## config.mk

```make
export PLATFORM = sky130hd
export DESIGN_NAME = fat_volume_geometry_decoder_core
export DESIGN_NICKNAME = d
export VERILOG_FILES = /design/src/design/fvg_pkg.sv /design/src/design/fvg_div_cell.sv /design/src/design/fvg_prep.sv /design/src/design/fvg_finish.sv /design/src/design/fat_volume_geometry_decoder_core.sv
export SDC_FILE = /design/constraint.sdc
export NUM_CORES = 2
export LEC_CHECK = 0
export BUFFER_PORTS_ARGS = -buffer_cell sky130_fd_sc_hd__buf_2
export CAP_MARGIN = 20
export CORE_ASPECT_RATIO = 0.7
export CORE_UTILIZATION = 28
export CTS_BUF_LIST = sky130_fd_sc_hd__clkbuf_2 sky130_fd_sc_hd__clkbuf_4 sky130_fd_sc_hd__clkbuf_8
export DETAILED_ROUTE_END_ITERATION = 8
export GPL_TIMING_DRIVEN = 0
export HOLD_SLACK_MARGIN = 0.1
export PLACE_DENSITY = 0.49
export SLEW_MARGIN = 15
export SYNTH_ARGS = -nofsm -noshare
export SYNTH_HDL_FRONTEND = slang
export SYNTH_SLANG_ARGS = --single-unit
export TNS_END_PERCENT = 10
```

## constraint.sdc

```tcl
create_clock -name clock -period 5.95 [get_ports clock]
set_clock_uncertainty 0.15 [all_clocks]
set_input_delay 0.595 -clock clock [delete_from_list [all_inputs] [get_ports clock]]
set_output_delay 0.595 -clock clock [all_outputs]
set_load 0.01 [all_outputs]
```

## src/design/fvg_pkg.sv

```systemverilog
// Package for the FAT volume geometry decoder: word types, status and kind codes,
// and the marker constants of the three FAT types. No dependencies.
package fvg_pkg;

   // Quotient width of the cluster divider: a 32-bit byte count shifted down
   // by at least nine bits leaves 23 significant bits.
   localparam int DIV_W      = 23;
   localparam int BASE_SHIFT = 9;

   localparam logic [2:0] ST_OK      = 3'd0;
   localparam logic [2:0] ST_SECTOR  = 3'd1;
   localparam logic [2:0] ST_CLUSTER = 3'd2;
   localparam logic [2:0] ST_FAT     = 3'd3;
   localparam logic [2:0] ST_TOTAL   = 3'd4;
   localparam logic [2:0] ST_ORDER   = 3'd5;
   localparam logic [2:0] ST_ACTIVE  = 3'd6;

   localparam logic [1:0] KIND_FAT12 = 2'd0;
   localparam logic [1:0] KIND_FAT16 = 2'd1;
   localparam logic [1:0] KIND_FAT32 = 2'd2;

   localparam logic [31:0] FAT12_LIMIT = 32'd4085;
   localparam logic [31:0] FAT16_LIMIT = 32'd65525;

   localparam logic [27:0] EOC_FAT12 = 28'h0000fff;
   localparam logic [27:0] BAD_FAT12 = 28'h0000ff7;
   localparam logic [27:0] EOC_FAT16 = 28'h000ffff;
   localparam logic [27:0] BAD_FAT16 = 28'h000fff7;
   localparam logic [27:0] EOC_FAT32 = 28'hfffffff;
   localparam logic [27:0] BAD_FAT32 = 28'hffffff7;

   localparam int MIRROR_OFF_BIT = 7;

   typedef struct packed {
      logic [15:0] sector_bytes;
      logic [7:0]  cluster_sectors;
      logic [15:0] reserved_sectors;
      logic [7:0]  fat_copies;
      logic [15:0] root_entries;
      logic [15:0] total_sectors_short;
      logic [31:0] total_sectors_long;
      logic [15:0] fat_sectors_short;
      logic [31:0] fat_sectors_long;
      logic [15:0] mirror_flags;
      logic [31:0] root_start_cluster;
   } req_type;

   typedef struct packed {
      logic [2:0]  status;
      logic [1:0]  fat_kind;
      logic [31:0] fat_offset;
      logic [31:0] fat_bytes;
      logic [31:0] root_offset;
      logic [20:0] root_bytes;
      logic [31:0] root_dir_cluster;
      logic [31:0] data_offset;
      logic [31:0] cluster_count;
      logic [27:0] end_chain_value;
      logic [27:0] bad_cluster_mark;
   } rsp_type;

   // Everything a word needs besides the cluster quotient, carried along the divider.
   typedef struct packed {
      logic [2:0]  status;
      logic [31:0] fat_off;
      logic [31:0] fat_bytes;
      logic [31:0] root_off;
      logic [20:0] root_bytes;
      logic [31:0] data_off;
      logic [31:0] idx_prod;
      logic [7:0]  copies;
      logic        mirror_off;
      logic [3:0]  idx;
      logic [31:0] rclu;
      logic [7:0]  spc;
   } ctx_type;

   // Partial state of the restoring division handed from cell to cell.
   typedef struct packed {
      logic [7:0]       rem;
      logic [DIV_W-1:0] num;
      logic [DIV_W-1:0] quo;
   } div_type;

endpackage

```

## src/design/fvg_div_cell.sv

```systemverilog
// One cell of the cluster divider chain: develops one quotient bit per word.
// Depends on fvg_pkg.
module fvg_div_cell
   import fvg_pkg::*;
(
   input  logic    clock,
   input  logic    reset,
   input  logic    in_valid,
   input  div_type in_div,
   input  ctx_type in_ctx,
   output logic    out_valid,
   output div_type out_div,
   output ctx_type out_ctx
);

   logic    valid_ff;
   div_type div_ff;
   div_type div_in;
   ctx_type ctx_ff;
   logic [8:0] trial;
   logic [8:0] divisor;
   logic [8:0] diff;
   logic       ge;

   always_comb begin
      trial   = {in_div.rem, in_div.num[DIV_W-1]};
      divisor = {1'b0, in_ctx.spc};
      diff    = trial - divisor;
      ge      = (trial >= divisor);
      div_in.rem = ge ? diff[7:0] : trial[7:0];
      div_in.num = {in_div.num[DIV_W-2:0], 1'b0};
      div_in.quo = {in_div.quo[DIV_W-2:0], ge};
   end

   always_ff @(posedge clock) begin
      if (reset) begin
         valid_ff <= 1'b0;
      end else begin
         valid_ff <= in_valid;
      end
      div_ff <= div_in;
      ctx_ff <= in_ctx;
   end

   assign out_valid = valid_ff;
   assign out_div   = div_ff;
   assign out_ctx   = ctx_ff;

endmodule

```

## src/design/fvg_prep.sv

```systemverilog
// Front end of the decoder: field selection, sector-size shifts, FAT products,
// region offsets, the early checks and the divider's dividend. Depends on fvg_pkg.
module fvg_prep
   import fvg_pkg::*;
(
   input  logic    clock,
   input  logic    reset,
   input  logic    in_valid,
   input  req_type in_req,
   output logic    out_valid,
   output div_type out_div,
   output ctx_type out_ctx
);

   typedef struct packed {
      logic [2:0]  status;
      logic [1:0]  sh;
      logic [31:0] fat_bytes;
      logic [31:0] fat_off;
      logic [20:0] root_bytes;
      logic [31:0] total_bytes;
      logic [7:0]  copies;
      logic        mirror_off;
      logic [3:0]  idx;
      logic [31:0] rclu;
      logic [7:0]  spc;
   } prep_type;

   logic     a_valid_ff, b_valid_ff, c_valid_ff;
   prep_type a_ff, a_in, b_ff;
   logic [31:0] b_prod_ff, b_prod_in;
   logic [31:0] b_idx_prod_ff, b_idx_prod_in;
   div_type  c_div_ff, c_div_in;
   ctx_type  c_ctx_ff, c_ctx_in;

   logic        sector_ok;
   logic [4:0]  a_shamt;
   logic [31:0] fs_sel;
   logic [31:0] total_sel;
   logic [4:0]  c_shamt;
   logic [31:0] root_off;
   logic [31:0] data_off;
   logic [31:0] data_size;
   logic [31:0] dividend;
   logic        order_bad;

   // First stage: sector sizes are powers of two, so every product by them is a shift.
   always_comb begin
      sector_ok = in_req.sector_bytes inside {16'd512, 16'd1024, 16'd2048, 16'd4096};
      case (in_req.sector_bytes)
         16'd1024: a_in.sh = 2'd1;
         16'd2048: a_in.sh = 2'd2;
         16'd4096: a_in.sh = 2'd3;
         default:  a_in.sh = 2'd0;
      endcase
      a_shamt   = 5'(BASE_SHIFT) + {3'd0, a_in.sh};
      fs_sel    = (in_req.fat_sectors_short != 16'd0) ?
                  {16'd0, in_req.fat_sectors_short} : in_req.fat_sectors_long;
      total_sel = (in_req.total_sectors_short != 16'd0) ?
                  {16'd0, in_req.total_sectors_short} : in_req.total_sectors_long;
      a_in.fat_bytes   = fs_sel << a_shamt;
      a_in.fat_off     = {16'd0, in_req.reserved_sectors} << a_shamt;
      a_in.root_bytes  = {in_req.root_entries, 5'd0};
      a_in.total_bytes = total_sel << a_shamt;
      a_in.copies      = in_req.fat_copies;
      a_in.mirror_off  = in_req.mirror_flags[MIRROR_OFF_BIT];
      a_in.idx         = in_req.mirror_flags[3:0];
      a_in.rclu        = in_req.root_start_cluster;
      a_in.spc         = in_req.cluster_sectors;
      if (!sector_ok) begin
         a_in.status = ST_SECTOR;
      end else if (in_req.cluster_sectors == 8'd0) begin
         a_in.status = ST_CLUSTER;
      end else if (a_in.fat_bytes == 32'd0) begin
         a_in.status = ST_FAT;
      end else if (total_sel == 32'd0) begin
         a_in.status = ST_TOTAL;
      end else begin
         a_in.status = ST_OK;
      end
   end

   // Second stage: the two FAT multiplications.
   always_comb begin
      b_prod_in     = a_ff.fat_bytes * {24'd0, a_ff.copies};
      b_idx_prod_in = a_ff.fat_bytes * {28'd0, a_ff.idx};
   end

   // Third stage: region offsets, the region order check and the dividend.
   always_comb begin
      c_shamt   = 5'(BASE_SHIFT) + {3'd0, b_ff.sh};
      root_off  = b_ff.fat_off + b_prod_ff;
      data_off  = root_off + {11'd0, b_ff.root_bytes};
      data_size = b_ff.total_bytes - data_off;
      dividend  = data_size >> c_shamt;
      order_bad = (b_ff.fat_off >= root_off) || (root_off > data_off);

      c_div_in.rem = 8'd0;
      c_div_in.num = dividend[DIV_W-1:0];
      c_div_in.quo = '0;

      c_ctx_in.status     = (b_ff.status != ST_OK) ? b_ff.status :
                            (order_bad ? ST_ORDER : ST_OK);
      c_ctx_in.fat_off    = b_ff.fat_off;
      c_ctx_in.fat_bytes  = b_ff.fat_bytes;
      c_ctx_in.root_off   = root_off;
      c_ctx_in.root_bytes = b_ff.root_bytes;
      c_ctx_in.data_off   = data_off;
      c_ctx_in.idx_prod   = b_idx_prod_ff;
      c_ctx_in.copies     = b_ff.copies;
      c_ctx_in.mirror_off = b_ff.mirror_off;
      c_ctx_in.idx        = b_ff.idx;
      c_ctx_in.rclu       = b_ff.rclu;
      c_ctx_in.spc        = b_ff.spc;
   end

   always_ff @(posedge clock) begin
      if (reset) begin
         a_valid_ff <= 1'b0;
         b_valid_ff <= 1'b0;
         c_valid_ff <= 1'b0;
      end else begin
         a_valid_ff <= in_valid;
         b_valid_ff <= a_valid_ff;
         c_valid_ff <= b_valid_ff;
      end
      a_ff          <= a_in;
      b_ff          <= a_ff;
      b_prod_ff     <= b_prod_in;
      b_idx_prod_ff <= b_idx_prod_in;
      c_div_ff      <= c_div_in;
      c_ctx_ff      <= c_ctx_in;
   end

   assign out_valid = c_valid_ff;
   assign out_div   = c_div_ff;
   assign out_ctx   = c_ctx_ff;

endmodule

```

## src/design/fvg_finish.sv

```systemverilog
// Back end of the decoder: FAT type by cluster count, active FAT selection,
// the last check and the registered result word. Depends on fvg_pkg.
module fvg_finish
   import fvg_pkg::*;
(
   input  logic             clock,
   input  logic             reset,
   input  logic             in_valid,
   input  ctx_type          in_ctx,
   input  logic [DIV_W-1:0] in_quo,
   output logic             out_strobe,
   output rsp_type          out_rsp
);

   logic    strobe_ff;
   rsp_type rsp_ff, rsp_in;
   logic [31:0] clusters;
   logic        is_fat32;
   logic        use_idx;
   logic [2:0]  status;

   always_comb begin
      clusters = {{(32 - DIV_W){1'b0}}, in_quo};
      is_fat32 = (clusters >= FAT16_LIMIT);
      use_idx  = is_fat32 && in_ctx.mirror_off;

      if (in_ctx.status != ST_OK) begin
         status = in_ctx.status;
      end else if (use_idx && ({4'd0, in_ctx.idx} >= in_ctx.copies)) begin
         status = ST_ACTIVE;
      end else begin
         status = ST_OK;
      end

      rsp_in = '0;
      rsp_in.status = status;
      if (status == ST_OK) begin
         if (clusters < FAT12_LIMIT) begin
            rsp_in.fat_kind         = KIND_FAT12;
            rsp_in.end_chain_value  = EOC_FAT12;
            rsp_in.bad_cluster_mark = BAD_FAT12;
         end else if (!is_fat32) begin
            rsp_in.fat_kind         = KIND_FAT16;
            rsp_in.end_chain_value  = EOC_FAT16;
            rsp_in.bad_cluster_mark = BAD_FAT16;
         end else begin
            rsp_in.fat_kind         = KIND_FAT32;
            rsp_in.end_chain_value  = EOC_FAT32;
            rsp_in.bad_cluster_mark = BAD_FAT32;
            rsp_in.root_dir_cluster = in_ctx.rclu;
         end
         rsp_in.fat_offset    = in_ctx.fat_off + (use_idx ? in_ctx.idx_prod : 32'd0);
         rsp_in.fat_bytes     = in_ctx.fat_bytes;
         rsp_in.root_offset   = in_ctx.root_off;
         rsp_in.root_bytes    = in_ctx.root_bytes;
         rsp_in.data_offset   = in_ctx.data_off;
         rsp_in.cluster_count = clusters;
      end
   end

   always_ff @(posedge clock) begin
      if (reset) begin
         strobe_ff <= 1'b0;
      end else begin
         strobe_ff <= in_valid;
      end
      rsp_ff <= rsp_in;
   end

   assign out_strobe = strobe_ff;
   assign out_rsp    = rsp_ff;

endmodule

```

## src/design/fat_volume_geometry_decoder_core.sv

```systemverilog
// Top level of the FAT volume geometry decoder: front end, divider cell chain
// and result stage. Depends on fvg_pkg, fvg_prep, fvg_div_cell and fvg_finish.
//
// Use: drive the boot-sector fields on req_data and raise start. A word is
// taken at every rising edge where start is high and busy is low. The block
// answers each word with one result word on rsp_data, marked by rsp_strobe
// for exactly one cycle; results leave in the order the words came in.
// Between the accepting edge and the strobe lie three front-end stages, one
// cell per quotient bit of the 23-bit cluster divider, and the output
// register. Throughput is one word per cycle while busy is low, set by the
// divider chain, whose cells each hand their partial remainder to the next
// cell on every edge.
// Reset clears every valid flag in the pipeline and holds busy high; busy
// drops in the cycle after reset is released and then stays low.
// The receiver cannot stall: every result is shown once and must be taken.
module fat_volume_geometry_decoder_core
   import fvg_pkg::*;
(
   input  logic    clock,
   input  logic    reset,
   input  logic    start,
   output logic    busy,
   input  req_type req_data,
   output logic    rsp_strobe,
   output rsp_type rsp_data
);

   logic    busy_ff;
   logic    accept;
   logic    chain_valid [0:DIV_W];
   div_type chain_div   [0:DIV_W];
   ctx_type chain_ctx   [0:DIV_W];

   always_ff @(posedge clock) begin
      if (reset) begin
         busy_ff <= 1'b1;
      end else begin
         busy_ff <= 1'b0;
      end
   end

   assign busy   = busy_ff;
   assign accept = start && !busy_ff;

   fvg_prep u_prep (
      .clock     (clock),
      .reset     (reset),
      .in_valid  (accept),
      .in_req    (req_data),
      .out_valid (chain_valid[0]),
      .out_div   (chain_div[0]),
      .out_ctx   (chain_ctx[0])
   );

   for (genvar i = 0; i < DIV_W; i++) begin : g_cell
      fvg_div_cell u_cell (
         .clock     (clock),
         .reset     (reset),
         .in_valid  (chain_valid[i]),
         .in_div    (chain_div[i]),
         .in_ctx    (chain_ctx[i]),
         .out_valid (chain_valid[i+1]),
         .out_div   (chain_div[i+1]),
         .out_ctx   (chain_ctx[i+1])
      );
   end

   fvg_finish u_finish (
      .clock      (clock),
      .reset      (reset),
      .in_valid   (chain_valid[DIV_W]),
      .in_ctx     (chain_ctx[DIV_W]),
      .in_quo     (chain_div[DIV_W].quo),
      .out_strobe (rsp_strobe),
      .out_rsp    (rsp_data)
   );

endmodule
```

## Word level (Yosys, flattened, before mapping)

Index checks and enable logic that the tools add are counted.

| storage, ports and cells | value |
|---|---|
| register bits after elaboration | 6989 |
| input port bits | 211 |
| output and inout port bits | 276 |
| word-level logic and storage cells | 546 |

| cells by class | value |
|---|---|
| add/subtract/negate cells | 28 |
| $mul | 2 |
| magnitude comparators | 28 |
| eq/ne operators | 4 |
| shifts and indexed selects | 4 |
| multiplexer cells | 37 |
| bitwise operators | 3 |
| reductions and logical operators | 17 |

Operator list:

| operator | count |
|---|---|
| $ge A9 B8 Y1 | 22 |
| $mux W8 | 21 |
| $sub A8 B8 Y8 | 21 |
| $mux W32 | 3 |
| $add A32 B32 Y32 | 2 |
| $logic_not A32 Y1 | 2 |
| $shl A32 B5 Y32 | 2 |
| $mux W56 | 1 |
| $mux W40 | 1 |
| $add A32 B21 Y32 | 1 |
| $ge A32 B32 Y1 | 1 |
| $gt A32 B32 Y1 | 1 |
| $mul A32 B4 Y32 | 1 |
| $mul A32 B8 Y32 | 1 |
| $reduce_bool A16 Y1 | 2 |
| $shl A16 B5 Y32 | 1 |
| $shr A32 B5 Y23 | 1 |
| $sub A32 B32 Y32 | 1 |
| $ge A23 B16 Y1 const B | 1 |
| $lt A23 B12 Y1 const B | 1 |
| $eq A16 B10 Y1 const B | 1 |
| $eq A16 B11 Y1 const B | 1 |
| $eq A16 B12 Y1 const B | 1 |
| $eq A16 B13 Y1 const B | 1 |
| other kinds (18) | 32 |

## Depth between registers and ports, before layout

| depth | value |
|---|---|
| word-level depth | 8 |
| depth in mapped cells | 30 |
| gate-level depth less buffers | 30 |

## Modules after synthesis

From an unflattened synthesis, not the netlist that was laid out.

| second synthesis, totals | value |
|---|---|
| cells, all modules | 11785 |
| area total of the unflattened synthesis | 181537.9 µm² |

By module, submodules not included:

| module | instances | cells an instance | area an instance (µm²) | sequential area each (µm²) |
|---|---|---|---|---|
| fvg_div_cell at g_cell[0].u_cell ... | 17 | 360 | 6382.4 | 5825.6 |
| fvg_div_cell at g_cell[4].u_cell ... | 6 | 363 | 6363.6 | 5825.6 |
| fvg_prep | 1 | 2661 | 26531.7 | 11110.7 |
| fvg_finish | 1 | 824 | 8290.5 | 4244.1 |
| fat_volume_geometry_decoder_core | 1 | 2 | 33.8 | 20.0 |

## Worst setup path before layout

No wires, ideal clock.

| path | value |
|---|---|
| path type | reg2reg |
| from | reg u_prep.b_ff[114] (netlist name) |
| to | reg u_prep.c_div_ff (netlist bit u_prep.out_div[42]) |
| setup time | 125 ps |
| arrival time | 5426 ps |
| required time | 5675 ps |
| slack | 249 ps |
| stages on the path, launching flop included | 29 |
| path buffers | 0 |
| clock period less this slack | 5701 ps |
| cells stage by stage | dfxtp_1 > ha_1 > fa_1 > a211oi_1 > o21bai_1 > a21oi_1 > nor2b_1 > o21a_1 > o31a_1 > ha_1 > a221o_1 > a31o_2 > a31oi_1 > nor3_1 > xnor2_1 > inv_1 > ha_1 > nor2_1 > o21ai_0 > a21oi_1 > inv_1 > nor3_1 > a211oi_1 > a31oi_1 > a31oi_1 > nor2_1 > xor2_1 > a21o_1 > mux2i_1 |

RTL lines:

| item | RTL line | RTL |
|---|---|---|
| from (decl) | fvg_prep.sv:30 | `prep_type a_ff, a_in, b_ff;` |
| from (signal assigned) | fvg_prep.sv:128 | `b_ff <= a_ff;` |
| to (signal assigned) | fvg_prep.sv:131 | `c_div_ff <= c_div_in;` |
| to (decl) | fvg_prep.sv:33 | `div_type c_div_ff, c_div_in;` |

## Worst setup path in the final report

| path | value |
|---|---|
| from | reg u_prep.a_ff[52] (netlist name) |
| to | reg u_prep.b_prod_ff[31] |

| on the way | value |
|---|---|
| word-level cells in the longest chain between the ends | 1 |

RTL lines:

| item | RTL line | RTL |
|---|---|---|
| from (decl) | fvg_prep.sv:30 |  |
| from (signal assigned) | fvg_prep.sv:127 | `a_ff <= a_in;` |
| $mul A32 B8 Y32 | fvg_prep.sv:85 | `b_prod_in = a_ff.fat_bytes * {24'd0, a_ff.copies};` |
| net u_prep.b_prod_in[31] | fvg_prep.sv:31 | `logic [31:0] b_prod_ff, b_prod_in;` |
| to (signal assigned) | fvg_prep.sv:129 | `b_prod_ff <= b_prod_in;` |
| to (decl) | fvg_prep.sv:31 |  |

The timed path passes the listed nets, and every way through them passes these cells.
A chain may end at the register's enable or synchronous reset.

==> impl_results.md <==
- Status: finished, final reports clean
- Rel. slew slack: around 33%
- Compound-Gate Fraction of Synth Area: between 3 and 4%
- Gr usage total: a little under a tenth
- Final #Nets: about 12000
- Final Wtd Congestion: between 0.8 and 0.9
- XOR/XNOR Fraction of Synth Area: under 10%
- R2R depth: 16
- CP Max Fanout: 10
- Skew-Pair Late Insertion Delay: roughly 1200 ps
- Crit Reg-Reg Endpoint: u_prep.b_prod_ff[31]
- Total number of vias: around 66000
- Top_reg_cell synth: dfxtp_1
- Yosys warns: 0
- Die width: between 800 and 900 um
- Largest family of logic cells by synthesized area: adder cells
- RSZ-0062 raised after global routing: yes
- Post-DP HPWL: 171000 um
- Pin count of the biggest net entering global routing: 26
- Post-synth EDFFs: 0
- Fillers: ~49000
- First-pass GRT wire length: around 380000 um
- Synth Register Bits: 5844
- Clock-pin slew on the worst setup and hold paths: around 60 ps
- Post-layout min period: 5930 ps
- Worst Hold Class: flop to flop
- Core Area: just over 0.5 sq mm
- H-tree Lvls: 6
- CP Launch Point: u_prep.a_ff[52]
- DR iter-0 viols: 2495
- Share of layout cells above drive strength 1: 19.2%
- Final setup viols: 0
- Slew Limit Fails: 0
- Num ports: 487
- Clock tree root driver cell: clkbuf_8
- VDD IR max: around 430 uV
- CP Launch Type: flop
- Clk sinks: a little under 6000
- Setup TNS: 0 ps
- Drt pass-1 iters: 5
- Adder-Cell Fraction of Synth Area: approximately 5.5%
- CTS tree: done
- Nature of the critical path endpoint: flop
- Starting Density: between 20% and 30%
- Worst Setup Path Type: flop to flop
- Post-synth top area share: about four fifths
- R2R setup slack: 20 ps
- Area of the multi-input gates: 0.0243 sq mm
- CTS Buf Count: roughly 800
- Synthesized instance count: a little under 10000
- Vias per cell: roughly 3.5
- Row Count: about 220
- Top cells by area, synth: dfxtp_1 (82%), ha_1 (3.1%), fa_1 (2.4%)
- Least-Margin Pin Slew: around 1000 ps
- Fin crit share: between 90% and 100%
- Routed wire length: 249000 um
- Vias in the first global route: 66659
- Max_cap viols: 0
- Seq/Total Area, Yosys: slightly above 80%
- Synth unique cells: 91
- Register area: between 0.1 and 0.15 sq mm
- Mux contribution to synthesized area: roughly 1.1%
- Die area: slightly above 0.5 sq mm
- Post-synth ARST share: 0%
- Routed length per placed instance: approximately 13 um
- Critical Path End: u_prep.b_prod_ff[31]
- Max Buffers Root-to-Sink: 4
- PD cells: between 500 and 600 mW/mm^2
- Post-synthesis simple-gate area fraction: 5.08%
- DRC: 0
- Reg2reg start: u_prep.a_ff[52]
- Avg Cell Area, Syn: 14.9 sq um
- Post-route cell area: roughly 0.18 sq mm
- Port buffer count: 423
- Placed Area: ~0.15 sq mm
- Total grt overflow: 0
- Cell Area, Synth: 0.143 sq mm
- Final Hold Viols: 0
- Initial antenna violation count: 57
- Area growth, synth to finish: 24.1%
- Hold_ws: about 130 ps
- Worst path required time: 6910 ps
- Peak Freq: about 170 MHz
- Lkg Pwr: ~77 nW
- Leading area contributor after synthesis: dfxtp_1
- Remaining antenna violation count: 0
- Layout Utilization: between 30% and 40%
- Chip Height: approximately 600 um
- CP arrival: ~6900 ps
==> power by group <==
group / total [mW] / switching, mW / internal [mW]
Clock: 33.9 / 14.6 / 19.3
Sequential: 49.7 / 2.09 / 47.6
Combinational: 15.0 / 8.49 / 6.54
Total: 98.6 / 25.1 / 73.5
==> worst min-delay path by stage <==
stage	cells after the start	endpoint	startpoint
floorplan	0	g_cell[0].u_cell.out_ctx[100]	u_prep.out_ctx[100]
global placement	0	g_cell[22].u_cell.out_ctx[189]	g_cell[21].u_cell.out_ctx[189]
detailed placement	0	g_cell[0].u_cell.out_ctx[13]	u_prep.out_ctx[13]
CTS	0	g_cell[17].u_cell.out_ctx[75]	g_cell[16].u_cell.out_ctx[75]
global route	0	g_cell[6].u_cell.out_ctx[110]	g_cell[5].u_cell.out_ctx[110]
finish	0	g_cell[3].u_cell.out_ctx[40]	g_cell[2].u_cell.out_ctx[40]
==> cell usage in the layout, fill, tap and decap left out, types with 64 or more instances in the layout <==
cell type and count:
xor2_1 67, buf_4 152, and2_1 321, clkbuf_1 87, ha_1 330, clkinv_2 107
nor2b_1 109, mux2i_1 147, clkbuf_4 226, buf_2 432, a21oi_1 178, nand2_1 419
dlygate4sd3_1 314, clkbuf_8 1070, xnor2_1 93, fa_1 171, a21o_1 64, inv_1 471
nor2_1 204, nand2b_1 92, dfxtp_1 5829, o21ai_0 273
==> kinds of logic (layout without fill, tap and decap cells) <==
logic type	count (synthesis)	after routing
compound gates	769	769
xor+xnor	190	190
fa+ha+maj	531	531
buf+inv	719	3010
flops	5844	5844
mux	152	152
other cells	1	74
simple gates	1416	1416
==> through the flow <==
stage | instances | power (mW) | worst slack [ps]
finish | 18726 | 98.6 | 15.1
global route | 18702 | 105 | -168
CTS | 18670 | 99.2 | -184
floorplan | 9665 | 59.0 | 249
global placement | 16828 | 63.5 | -5250
detailed placement | 16836 | 63.6 | -1550
==> worst max-delay path, cell delays in order, from the launching register on <==
cell and delay (ps):
dfxtp_1 690, clkbuf_1 590, nand2_1 170, fa_1 560
inv_1 50, fa_1 530, fa_1 530, fa_1 500
ha_1 420, nand3_1 130, nand2_1 80, a41oi_4 260
a2111oi_4 140, or3_1 440, a31o_2 250, a21oi_1 160
xnor2_1 150
==> what timing repair did <==
item	4_1_cts	5_1_grt
gates resized for setup	131	116
setup endpoints to repair	52	34
pin swaps	32	48
hold buffers	310	4
hold endpoints to repair	181	4
setup buffers	27	23
==> Yosys cell counts (28+ instances only) <==
cell type	instances
dfxtp_1	5844
inv_1	480
nand2_1	424
ha_1	356
and2_1	321
o21ai_0	285
nor2_1	209
a21oi_1	187
fa_1	173
mux2i_1	147
clkbuf_1	124
xnor2_1	112
nor2b_1	111
buf_4	100
nand2b_1	92
xor2_1	76
a21o_1	64
nor3_1	58
nand4_1	54
o31ai_1	47
nor4_1	32
nand3_1	29
or4_1	28
==> metal layers <==
layer | up-vias | global-route usage [%] | share of wire, %
met5 | - | 0 | 0.011
met4 | 4 | 4.34 | 4.0
met3 | 649 | 2.17 | 5.0
met2 | 1351 | 14.7 | 43
met1 | 30067 | 12.5 | 48
li1 | 34209 | - | -
==> sequential cells by signal (all words and copies together), names as in the netlist <==
signal,cells
busy,1
g_cell.u_cell.out_ctx,4385
g_cell.u_cell.out_div,705
g_cell.u_cell.out_valid,23
u_finish.out_rsp,174
u_finish.out_strobe,1
u_prep.a_ff,145
u_prep.a_valid_ff,1
u_prep.b_ff,145
u_prep.b_idx_prod_ff,24
u_prep.b_prod_ff,24
u_prep.b_valid_ff,1
u_prep.out_ctx,191
u_prep.out_div,23
u_prep.out_valid,1
==> final cells by class <==
class / count / share of cell area (%)
multi-input cells: 3102 / 13.7
flip-flops and latches: 5844 / 65.8
diodes: 30 / 0.0422
well taps: 6740 / 4.74
inverters: 481 / 1.02
clock buffers: 1286 / 9.19
clock inverters: 215 / 1.53
plain buffers: 232 / 0.745
repair buffers: 796 / 3.25
Note: power is estimated with default switching activity, not from simulation.
